## config.mk

```make
export PLATFORM = sky130hd
export DESIGN_NAME = rss_grp
export DESIGN_NICKNAME = d
export VERILOG_FILES = /design/src/hdl/ranked_sorted_set_assert.svh /design/src/hdl/rss_pkg.sv /design/src/hdl/rss_grp.sv
export SDC_FILE = /design/constraint.sdc
export NUM_CORES = 1
export LEC_CHECK = 0
export ABC_AREA = 1
export BUFFER_PORTS_ARGS = -buffer_cell sky130_fd_sc_hd__buf_2
export CAP_MARGIN = 30
export CORE_AREA = 2 2 50 52
export CTS_BUF_LIST = sky130_fd_sc_hd__clkbuf_8 sky130_fd_sc_hd__clkbuf_16
export DETAILED_ROUTE_END_ITERATION = 10
export DIE_AREA = 0 0 52 54
export PLACE_DENSITY = 0.75
export SLEW_MARGIN = 40
export SYNTH_ARGS = -nofsm -noshare
export SYNTH_HDL_FRONTEND = slang
export SYNTH_SLANG_ARGS = --single-unit
```

## constraint.sdc

```tcl
create_clock -name clk -period 1.2 [get_ports clk]
set_input_delay 0.06 -clock clk [delete_from_list [all_inputs] [get_ports clk]]
set_output_delay 0.06 -clock clk [all_outputs]
set_load 0.01 [all_outputs]
```

## src/hdl/ranked_sorted_set_assert.svh

```systemverilog
// ----------------------------------------------------------------------------
// ranked_sorted_set assertion macros
// concurrent checks clocked on clk, disabled while arst_n is low
// ----------------------------------------------------------------------------
`ifndef RANKED_SORTED_SET_ASSERT_SVH
`define RANKED_SORTED_SET_ASSERT_SVH

// condition holds at every edge
`define RSS_ASSERT(lbl, cond, msg) \
	lbl: assert property (@(posedge clk) disable iff (!arst_n) (cond)) else $error(msg);

// same-cycle implication
`define RSS_IMPLY(lbl, ante, cons, msg) \
	lbl: assert property (@(posedge clk) disable iff (!arst_n) (ante) |-> (cons)) else $error(msg);

// next-cycle implication
`define RSS_NEXT(lbl, ante, cons, msg) \
	lbl: assert property (@(posedge clk) disable iff (!arst_n) (ante) |=> (cons)) else $error(msg);

`endif

```

## src/hdl/rss_pkg.sv

```systemverilog
// ----------------------------------------------------------------------------
// rss_pkg
// shared constants and types of the ranked sorted set
// ----------------------------------------------------------------------------
`timescale 1ns / 1ps

package rss_pkg;

	localparam int CAPACITY   = 1024;
	localparam int VALUE_BITS = 17;
	localparam int IDX_W      = $clog2(CAPACITY);
	localparam int OCC_W      = $clog2(CAPACITY + 1);
	localparam int POS_W      = 10;
	localparam int ST_W       = 2;

	// cells per first-level encoder group
	localparam int GRP_SZ = 32;
	localparam int GRP_W  = $clog2(GRP_SZ);
	localparam int NGRP   = (CAPACITY + GRP_SZ - 1) / GRP_SZ;
	localparam int NPAD   = NGRP * GRP_SZ;

	localparam logic FUNC_INSERT = 1'b0;
	localparam logic FUNC_DELETE = 1'b1;

	localparam logic [ST_W-1:0] ST_OK    = 2'd0;
	localparam logic [ST_W-1:0] ST_FULL  = 2'd1;
	localparam logic [ST_W-1:0] ST_DUP   = 2'd2;
	localparam logic [ST_W-1:0] ST_RANGE = 2'd3;

	// broadcast from the controller to every cell
	typedef struct packed {
		logic                  cmp;
		logic                  commit;
		logic                  insert;
		logic [VALUE_BITS-1:0] value;
		logic [POS_W-1:0]      rank;
		logic [OCC_W-1:0]      occ;
	} cell_op_t;

	// registered summary of one group of cells
	typedef struct packed {
		logic             any_bound;
		logic             any_eq;
		logic [GRP_W-1:0] off;
	} grp_res_t;

endpackage

```

## src/hdl/rss_grp.sv

```systemverilog
// ----------------------------------------------------------------------------
// rss_grp
// registered encoder over one group of cells
// ----------------------------------------------------------------------------
`timescale 1ns / 1ps

module rss_grp import rss_pkg::*; (
	input  logic              clk,
	input  logic              en,
	input  logic [GRP_SZ-1:0] bound,
	input  logic [GRP_SZ-1:0] eq,
	output grp_res_t          res
);

	grp_res_t res_q;
	logic [GRP_W-1:0] off;

	// bound is one-hot at most, so an or of indexes is its encoding
	always_comb begin
		off = '0;
		for (int i = 0; i < GRP_SZ; i++) begin
			if (bound[i]) begin
				off = off | GRP_W'(i);
			end
		end
	end

	always_ff @(posedge clk) begin
		if (en) begin
			res_q.any_bound <= |bound;
			res_q.any_eq    <= |eq;
			res_q.off       <= off;
		end
	end

	assign res = res_q;

endmodule

```

==> run summary <==
P&R area growth vs syn: 59.5%
GRT met3 Usage: 0.0361
CP startpoint kind: flip-flop
RSZ-0062 raised after global routing: no
# setup viols final: 0
die height: 54 um
Nets: 280
met2 Use GR: 0.276
area of the die: 0.00281 sq mm
Max-Cap Viols: 0
Final period util: 0.654
DRT Wirelength: 1950 um
Multi-input gate area: 380 sq um
Final Hold Vio Count: 0
Resize count post-CTS: 0
core area: 0.00232 sq mm
sequential-to-total area share from yosys stat: 0.282
fraction of layout cells with a size suffix above 1: 0.413
FP Rows: 18
worst setup path category: flip-flop to output port
ANT nets after route: 0
Post-DP HPWL: 1800 um
Post-CTS Hold Fix Bufs: 0
Num CTS Buffers: 3
Mapped Area: 744 sq um
FF/Latch Area: 210 sq um
number of antenna violations at the first check in global routing: 0
I/O Pins: 73
Slew Limit Fails: 0
PwrDens: 698 mW/mm^2
DR DRC count: 0
clk sink count: 7
vias in the first global route: 893
vias per cell: 3.98
Top delay family on crit path: flip-flops
maximum level of the CTS H-tree: 1
outcome: complete, no violations
maximum fanout along the worst path: 1
slew margin rel.: 0.771
max FFs per register: 7
Critical Path RT: 1140 ps
grt met1 use: 0.178
CTS root buf: clkbuf_8
postcts setup bufs: 0
global-route layer with the greatest usage: met2
maximum clock frequency: 1.27 GHz
first-pass GRT wire length: 3230 um
Syn Area/Cell: 5.43 sq um
Post-Synthesis Cells: 137
crit-path max cell delay: 350 ps
initial core utilization: 0.321
grt total ovfl: 0
Fin Hold WS: 134 ps
GRT Util Overall: 0.155
worst slew pin tran: 340 ps
Initial DRC Count: 7
worst-case clock buffer depth: 2
Fill cells: 268
Ys Warns: 0
worst vdd ir: 0.488 mV
#FFs+latches synth: 7
Port Buffers: 72
CTS tree: built
synth unique cells: 12
worst-path cell chain: buf_2
total vias in the final route: 968
Detailed Routing Iterations Pass 1: 4
chip width: 52 um
CP endpoint kind: output port
sum of negative setup slack: 0 ps
per-cell routed wire length: 8.01 um
Slowest cell on crit path: edfxtp_1
n_diodes: 0
CP bufs+invs: 1
largest net degree at the start of global routing: 8
HP Class: input pin to flip-flop
Leak Pwr: 0.714 nW
syn nets: 203
RePlAce Congestion: 0.793
Final min period: 784 ps
clk slew on worst S/H paths: 40 ps
Worst Path Arrival: 720 ps
==> where the power goes <==
| part | switching, W | internal [W] | total [W] |
|---|---|---|---|
| clock | 0.000103 | 0.000221 | 0.000324 |
| sequential | 0.00000205 | 0.000281 | 0.000284 |
| combinational | 0.000107 | 0.000115 | 0.000222 |
| total | 0.000211 | 0.000618 | 0.000829 |
==> final cells by class <==
| type | instances | share of cell area |
|---|---|---|
| Clock buffer | 3 | 0.0348 |
| Multi-Input combinational cell | 89 | 0.320 |
| Sequential cell | 7 | 0.177 |
| Tap cell | 30 | 0.0316 |
| Timing Repair Buffer | 72 | 0.303 |
| Inverter | 41 | 0.130 |
| Clock inverter | 1 | 0.00316 |
==> cell usage in the layout (no fill, tap or decap) <==
master    instances
buf_2            72
nor2_1           37
inv_1            34
nand2_1          30
nand3_1           9
inv_2             8
edfxtp_1          7
nand4_1           3
nor3_1            3
clkbuf_8          3
nand2_2           2
nor2_2            2
and2_1            2
nand4_2           1
==> cells in the mapped netlist <==
master	n	share of area
nor3_1	3	0.020
nand2_1	30	0.15
nand4_1	3	0.025
edfxtp_1	7	0.28
inv_1	33	0.17
nand2_2	2	0.017
nor2_1	37	0.19
nor2_2	2	0.017
and2_1	2	0.017
nand3_1	9	0.060
inv_2	8	0.040
nand4_2	1	0.017
==> metal layers <==
layer	routed length [um]	vias to the layer above
li1	-	551
met2	993	25
met1	830	389
met4	12	0
met5	0	-
met3	109	3
==> through the flow <==
stage / util / setup slack (ps) / instances / total power (W) / instance area, sq um
after floorplan: - / 462 / 137 / 0.000375 / 744
after global placement: 0.492 / 278 / 239 / 0.000509 / 1140
after detailed placement: 0.492 / 281 / 239 / 0.000511 / 1140
after CTS: 0.512 / 414 / 243 / 0.000835 / 1190
after global routing: 0.512 / 378 / 243 / 0.000882 / 1190
final: 0.512 / 416 / 243 / 0.000829 / 1190
==> cell families after synthesis <==
| family | after synthesis | share of synthesized area |
|---|---|---|
| buf+inv | 41 | 0.207 |
| flops | 7 | 0.282 |
| simple gates | 89 | 0.511 |
==> path summary, 6_finish.rpt <==
path                  from  endpoint  cells past startpoint  slack, ps
setup / recovery    res[3]    res[3]                      1        420
hold / removal    bound[8]    res[3]                      3        130
Note: power is estimated with default switching activity, not from simulation.
