[src/hdl/ranked_sorted_set_assert.svh]
// ----------------------------------------------------------------------------
// ranked_sorted_set assertion macros
// concurrent checks clocked on clk, disabled while arst_n is low
// ----------------------------------------------------------------------------
`ifndef RANKED_SORTED_SET_ASSERT_SVH
`define RANKED_SORTED_SET_ASSERT_SVH

// condition holds at every edge
`define RSS_ASSERT(lbl, cond, msg) \
	lbl: assert property (@(posedge clk) disable iff (!arst_n) (cond)) else $error(msg);

// same-cycle implication
`define RSS_IMPLY(lbl, ante, cons, msg) \
	lbl: assert property (@(posedge clk) disable iff (!arst_n) (ante) |-> (cons)) else $error(msg);

// next-cycle implication
`define RSS_NEXT(lbl, ante, cons, msg) \
	lbl: assert property (@(posedge clk) disable iff (!arst_n) (ante) |=> (cons)) else $error(msg);

`endif

[src/hdl/rss_pkg.sv]
// ----------------------------------------------------------------------------
// rss_pkg
// shared constants and types of the ranked sorted set
// ----------------------------------------------------------------------------
`timescale 1ns / 1ps

package rss_pkg;

	localparam int CAPACITY   = 1024;
	localparam int VALUE_BITS = 17;
	localparam int IDX_W      = $clog2(CAPACITY);
	localparam int OCC_W      = $clog2(CAPACITY + 1);
	localparam int POS_W      = 10;
	localparam int ST_W       = 2;

	// cells per first-level encoder group
	localparam int GRP_SZ = 32;
	localparam int GRP_W  = $clog2(GRP_SZ);
	localparam int NGRP   = (CAPACITY + GRP_SZ - 1) / GRP_SZ;
	localparam int NPAD   = NGRP * GRP_SZ;

	localparam logic FUNC_INSERT = 1'b0;
	localparam logic FUNC_DELETE = 1'b1;

	localparam logic [ST_W-1:0] ST_OK    = 2'd0;
	localparam logic [ST_W-1:0] ST_FULL  = 2'd1;
	localparam logic [ST_W-1:0] ST_DUP   = 2'd2;
	localparam logic [ST_W-1:0] ST_RANGE = 2'd3;

	// broadcast from the controller to every cell
	typedef struct packed {
		logic                  cmp;
		logic                  commit;
		logic                  insert;
		logic [VALUE_BITS-1:0] value;
		logic [POS_W-1:0]      rank;
		logic [OCC_W-1:0]      occ;
	} cell_op_t;

	// registered summary of one group of cells
	typedef struct packed {
		logic             any_bound;
		logic             any_eq;
		logic [GRP_W-1:0] off;
	} grp_res_t;

endpackage

[src/hdl/rss_cell.sv]
// ----------------------------------------------------------------------------
// rss_cell
// one slot of the ordered chain: compare flags and neighbor shift
// ----------------------------------------------------------------------------
`timescale 1ns / 1ps

module rss_cell import rss_pkg::*; (
	input  logic                  clk,
	input  logic [IDX_W-1:0]      idx,
	input  cell_op_t              op,
	input  logic [VALUE_BITS-1:0] prev_val,
	input  logic                  prev_gt,
	input  logic [VALUE_BITS-1:0] next_val,
	output logic [VALUE_BITS-1:0] val,
	output logic                  gt,
	output logic                  bound,
	output logic                  eq
);

	logic [VALUE_BITS-1:0] val_q;
	logic                  gt_q;
	logic                  eq_q;
	logic                  occupied;
	logic                  at_or_after;

	function automatic logic [IDX_W:0] occ_ext(input logic [OCC_W-1:0] o);
		return (IDX_W + 1)'(o);
	endfunction

	assign occupied    = {1'b0, idx} < occ_ext(op.occ);
	assign at_or_after = 32'(idx) >= 32'(op.rank);

	// flags taken once per item, held until commit
	always_ff @(posedge clk) begin
		if (op.cmp) begin
			gt_q <= occupied && (val_q > op.value);
			eq_q <= occupied && (val_q == op.value);
		end
	end

	always_ff @(posedge clk) begin
		if (op.commit) begin
			if (op.insert) begin
				if (!gt_q) begin
					val_q <= prev_gt ? op.value : prev_val;
				end
			end else if (at_or_after) begin
				val_q <= next_val;
			end
		end
	end

	assign val   = val_q;
	assign gt    = gt_q;
	assign eq    = eq_q;
	assign bound = prev_gt && !gt_q;

endmodule

[config.mk]
export PLATFORM = sky130hd
export DESIGN_NAME = rss_cell
export DESIGN_NICKNAME = d
export VERILOG_FILES = /design/src/hdl/ranked_sorted_set_assert.svh /design/src/hdl/rss_pkg.sv /design/src/hdl/rss_cell.sv
export SDC_FILE = /design/constraint.sdc
export NUM_CORES = 1
export LEC_CHECK = 0
export ABC_AREA = 1
export BUFFER_PORTS_ARGS = -buffer_cell sky130_fd_sc_hd__buf_4
export CAP_MARGIN = 15
export CORE_MARGIN = 2
export CORE_UTILIZATION = 50
export CTS_BUF_LIST = sky130_fd_sc_hd__clkbuf_4
export DETAILED_ROUTE_END_ITERATION = 7
export GPL_ROUTABILITY_DRIVEN = 1
export PLACE_DENSITY = 0.95
export SETUP_SLACK_MARGIN = 0.15
export SLEW_MARGIN = 30
export SYNTH_ARGS = -nofsm -noshare
export SYNTH_HDL_FRONTEND = slang
export SYNTH_SLANG_ARGS = --single-unit
[constraint.sdc]
create_clock -name clk -period 3.9 [get_ports clk]
set_input_delay 0.78 -clock clk [delete_from_list [all_inputs] [get_ports clk]]
set_output_delay 0.78 -clock clk [all_outputs]
set_load 0.02 [all_outputs]
==> summary.md <==
| Metric | Value |
|---|---|
| Main synth FF type | edfxtp_1 |
| Ys Warns | 0 |
| Period utilization | 56.97% |
| Synth unique cells | 22 |
| Clock-pin slew on the worst setup and hold paths | 0.10 ns |
| Post-route cell area | 2825 sq um |
| Clk sinks | 19 |
| Core Rows | 22 |
| Total Routing Usage GR | 25.12% |
| FF+latch count, synth | 19 |
| CP Class | in -> reg |
| Post-synthesis simple-gate area fraction | 23.35% |
| Synth top area share | 28.86% |
| Part of the power in registers | 40.9% |
| First-pass GRT wire length | 8576 microns |
| Slew HR | 57.40% |
| Vias in the first global route | 2104 |
| Largest family of logic cells by synthesized area | simple AND/OR/NAND/NOR gates |
| Total wire length | 5307 microns |
| Final Net Count | 504 |
| Grt total ovfl | 0 |
| Register area share after synthesis | 28.86% |
| Maxcap violations | 0 |
| Cell Pwr Density | 220.8 nW/um^2 |
| Root buf cell | clkbuf_4 |
| Post-synthesis compound-gate area fraction | 12.15% |
| Synth top cells by count | 64 x nand2_1, 49 x inv_1, 36 x ha_1 |
| Longest Clk Path Bufs | 2 |
| Internal power | 0.4210 mW |
| Element type at the critical path end | flip-flop |
| Synth Area in XOR/XNOR | 0% |
| Avg Synthesized Cell Area | 7.163 sq um |
| Core box area | 3744 sq um |
| Final hold viol count | 0 |
| Setup violators final | 0 |
| Slowest cell on crit path | inv_1 |
| Top cells by area, synth | edfxtp_1 29%, ha_1 23%, nand2_1 12%, inv_1 9.3%, o21ai_1 8.9% |
| Clk_skew | 0.007227 ns |
| Drt first pass iters | 4 |
| Worst VDD drop | 0.1202 mV |
| Die X | 66.88 microns |
| Setup slack at placement | 1.362 ns |
| Max-slew violation count | 0 |
| Post-Syn Instances | 276 |
| CP cell instances | buf_4, ha_1, nand2_1, nor2_1, nand3_1, nand3_1, nand3_1, inv_1 |
| Synthesis-to-finish area growth | 42.91% |
| Dpl cell area | 2795 sq um |
| Net Switching | 0.2029 mW |
| Die Y-Extent | 66.88 microns |
| Fmax | 0.4501 GHz |
| Layout cells sized above 1 | 32.63% |
| CP top delay family | buffers and inverters |
| Antenna violations before repair | 0 |
| Outcome | complete, no violations |
| Arrival time worst endpoint | 2.17 ns |
| Fin worst setup slack | 1.678 ns |
| DPL Wire Length | 4426 microns |
| DRT iter0 DRCs | 111 |
| Most instantiated library cell after synthesis | nand2_1 |
| Mapped cell area | 1977 sq um |
| Leak | 1.594 nW |
| DRT antenna net count | 0 |
| Crit path largest cell delay | 0.47 ns |
| Final TNS setup | 0 ns |
| Worst setup SP type | input port |
| WP data required | 3.84 ns |
| Yosys top cell by area | edfxtp_1 |
| Num ports | 107 |
| Post-synthesis async set-or-reset flop share | 0% |
| Port bufs | 106 |
| Worst min-delay path category | in -> reg |
| Placed insts | 424 |
| Minimum clock period | 2.222 ns |
| Ant diodes | 0 |
| Hold Buf Count CTS | 0 |
| Via count | 2129 |
| CP bufs+invs | 2 |
| RSZ-0062 raised after global routing | false |
| Worst Path Max Fanout | 17 |
| Post-CTS resize count | 0 |
| CTS Buf Count | 3 |
| Clk_lat worst skew | 0.30 ns |
| Post-Synth Adder-Cell Area | 22.78% |
| Syn nets | 399 |
| Number of remaining DRC errors | 0 |
| Sw Ratio | 32.52% |
| CTS tree | yes |
| H-tree depth | 1 |
| Vias per inst | 4.974 |
| Comb pwr share | 42.0% |
| Mux cell area share after synthesis | 0% |
| Postcts setup bufs | 0 |
| Slew @ Worst Pin | 0.6383 ns |
| Gp weighted congestion | 0.8083 |
| Clk network pwr share | 17.1% |
| Initial Util | 52.81% |
| Final core utilization | 75.47% |
| Die ar. | 4473 sq um |
| Largest net degree at the start of global routing | 21 |
| EDFF count, synth | 19 |
| CP dominant cell by count | nand3_1 |
| Post-Layout Cell Count | 428 |
| Per-cell routed wire length | 12.40 microns |
==> area by class of cell <==
class	instances	area, sq um
clock buffer	4	30.03
fill	275	918.4
tap	48	60.06
timing repair buffer	106	795.8
multi-input combinational	194	1152
sequential	19	570.5
inverter	57	216.5
==> cell usage in the layout, fill, tap and decap left out, types with 4 or more instances in the layout <==
| master | n |
|---|---|
| nand2_2 | 4 |
| buf_4 | 106 |
| inv_2 | 5 |
| inv_1 | 49 |
| ha_1 | 36 |
| a21oi_1 | 9 |
| o21ai_1 | 35 |
| nand3_1 | 5 |
| nand2_1 | 64 |
| nor2_1 | 31 |
| clkbuf_4 | 4 |
| edfxtp_1 | 19 |
==> cells by family (layout without fill, tap and decap cells) <==
group / Yosys count / in the layout
and+or+nand+nor: 111 / 111
buffers and inverters: 63 / 167
AOI/OAI and AO/OA: 47 / 47
adders and majority gates: 36 / 36
DFF: 19 / 19
==> path summary, 6_finish.rpt <==
| kind | start | depth (start not counted) | to | slack [ns] |
|---|---|---|---|---|
| hold reg to reg | val[16]$_DFFE_PP_ | 8 | gt$_DFFE_PP_ | 0.97 |
| setup reg to reg | val[12]$_DFFE_PP_ | 11 | gt$_DFFE_PP_ | 2.28 |
| hold / removal | op[40] | 1 | gt$_DFFE_PP_ | 0.68 |
| setup / recovery | idx[9] | 8 | val[16]$_DFFE_PP_ | 1.68 |
==> metrics by stage <==
step           power, mW  hold WS (ns)
2_1_floorplan     0.3970        0.8925
6_report          0.6238        0.6811
3_3_place_gp      0.5095        0.9095
5_1_grt           0.6653        0.6839
4_1_cts           0.6255        0.6803
3_5_place_dp      0.5217        0.9516
==> power by group through the flow <==
stage	Combinational (mW)	Clock (mW)	Sequential [mW]
floorplan	0.120	0	0.277
global placement	0.251	0	0.259
detailed placement	0.262	0	0.260
CTS	0.263	0.107	0.255
global route	0.295	0.113	0.257
finish	0.262	0.107	0.255
==> flip-flops by register name (all words and copies together), names as in the netlist <==
signal  cells
gt          1
val        17
eq          1
==> per-layer routing <==
metal	GRT usage, %	part of all wire [%]	up-vias
met5	0	0	-
met4	6.888	1.0	0
met3	2.703	5.7	7
met2	50.88	53	83
met1	26.84	40	947
li1	-	-	1092
No activity file was read; power rests on OpenSTA's default activity.
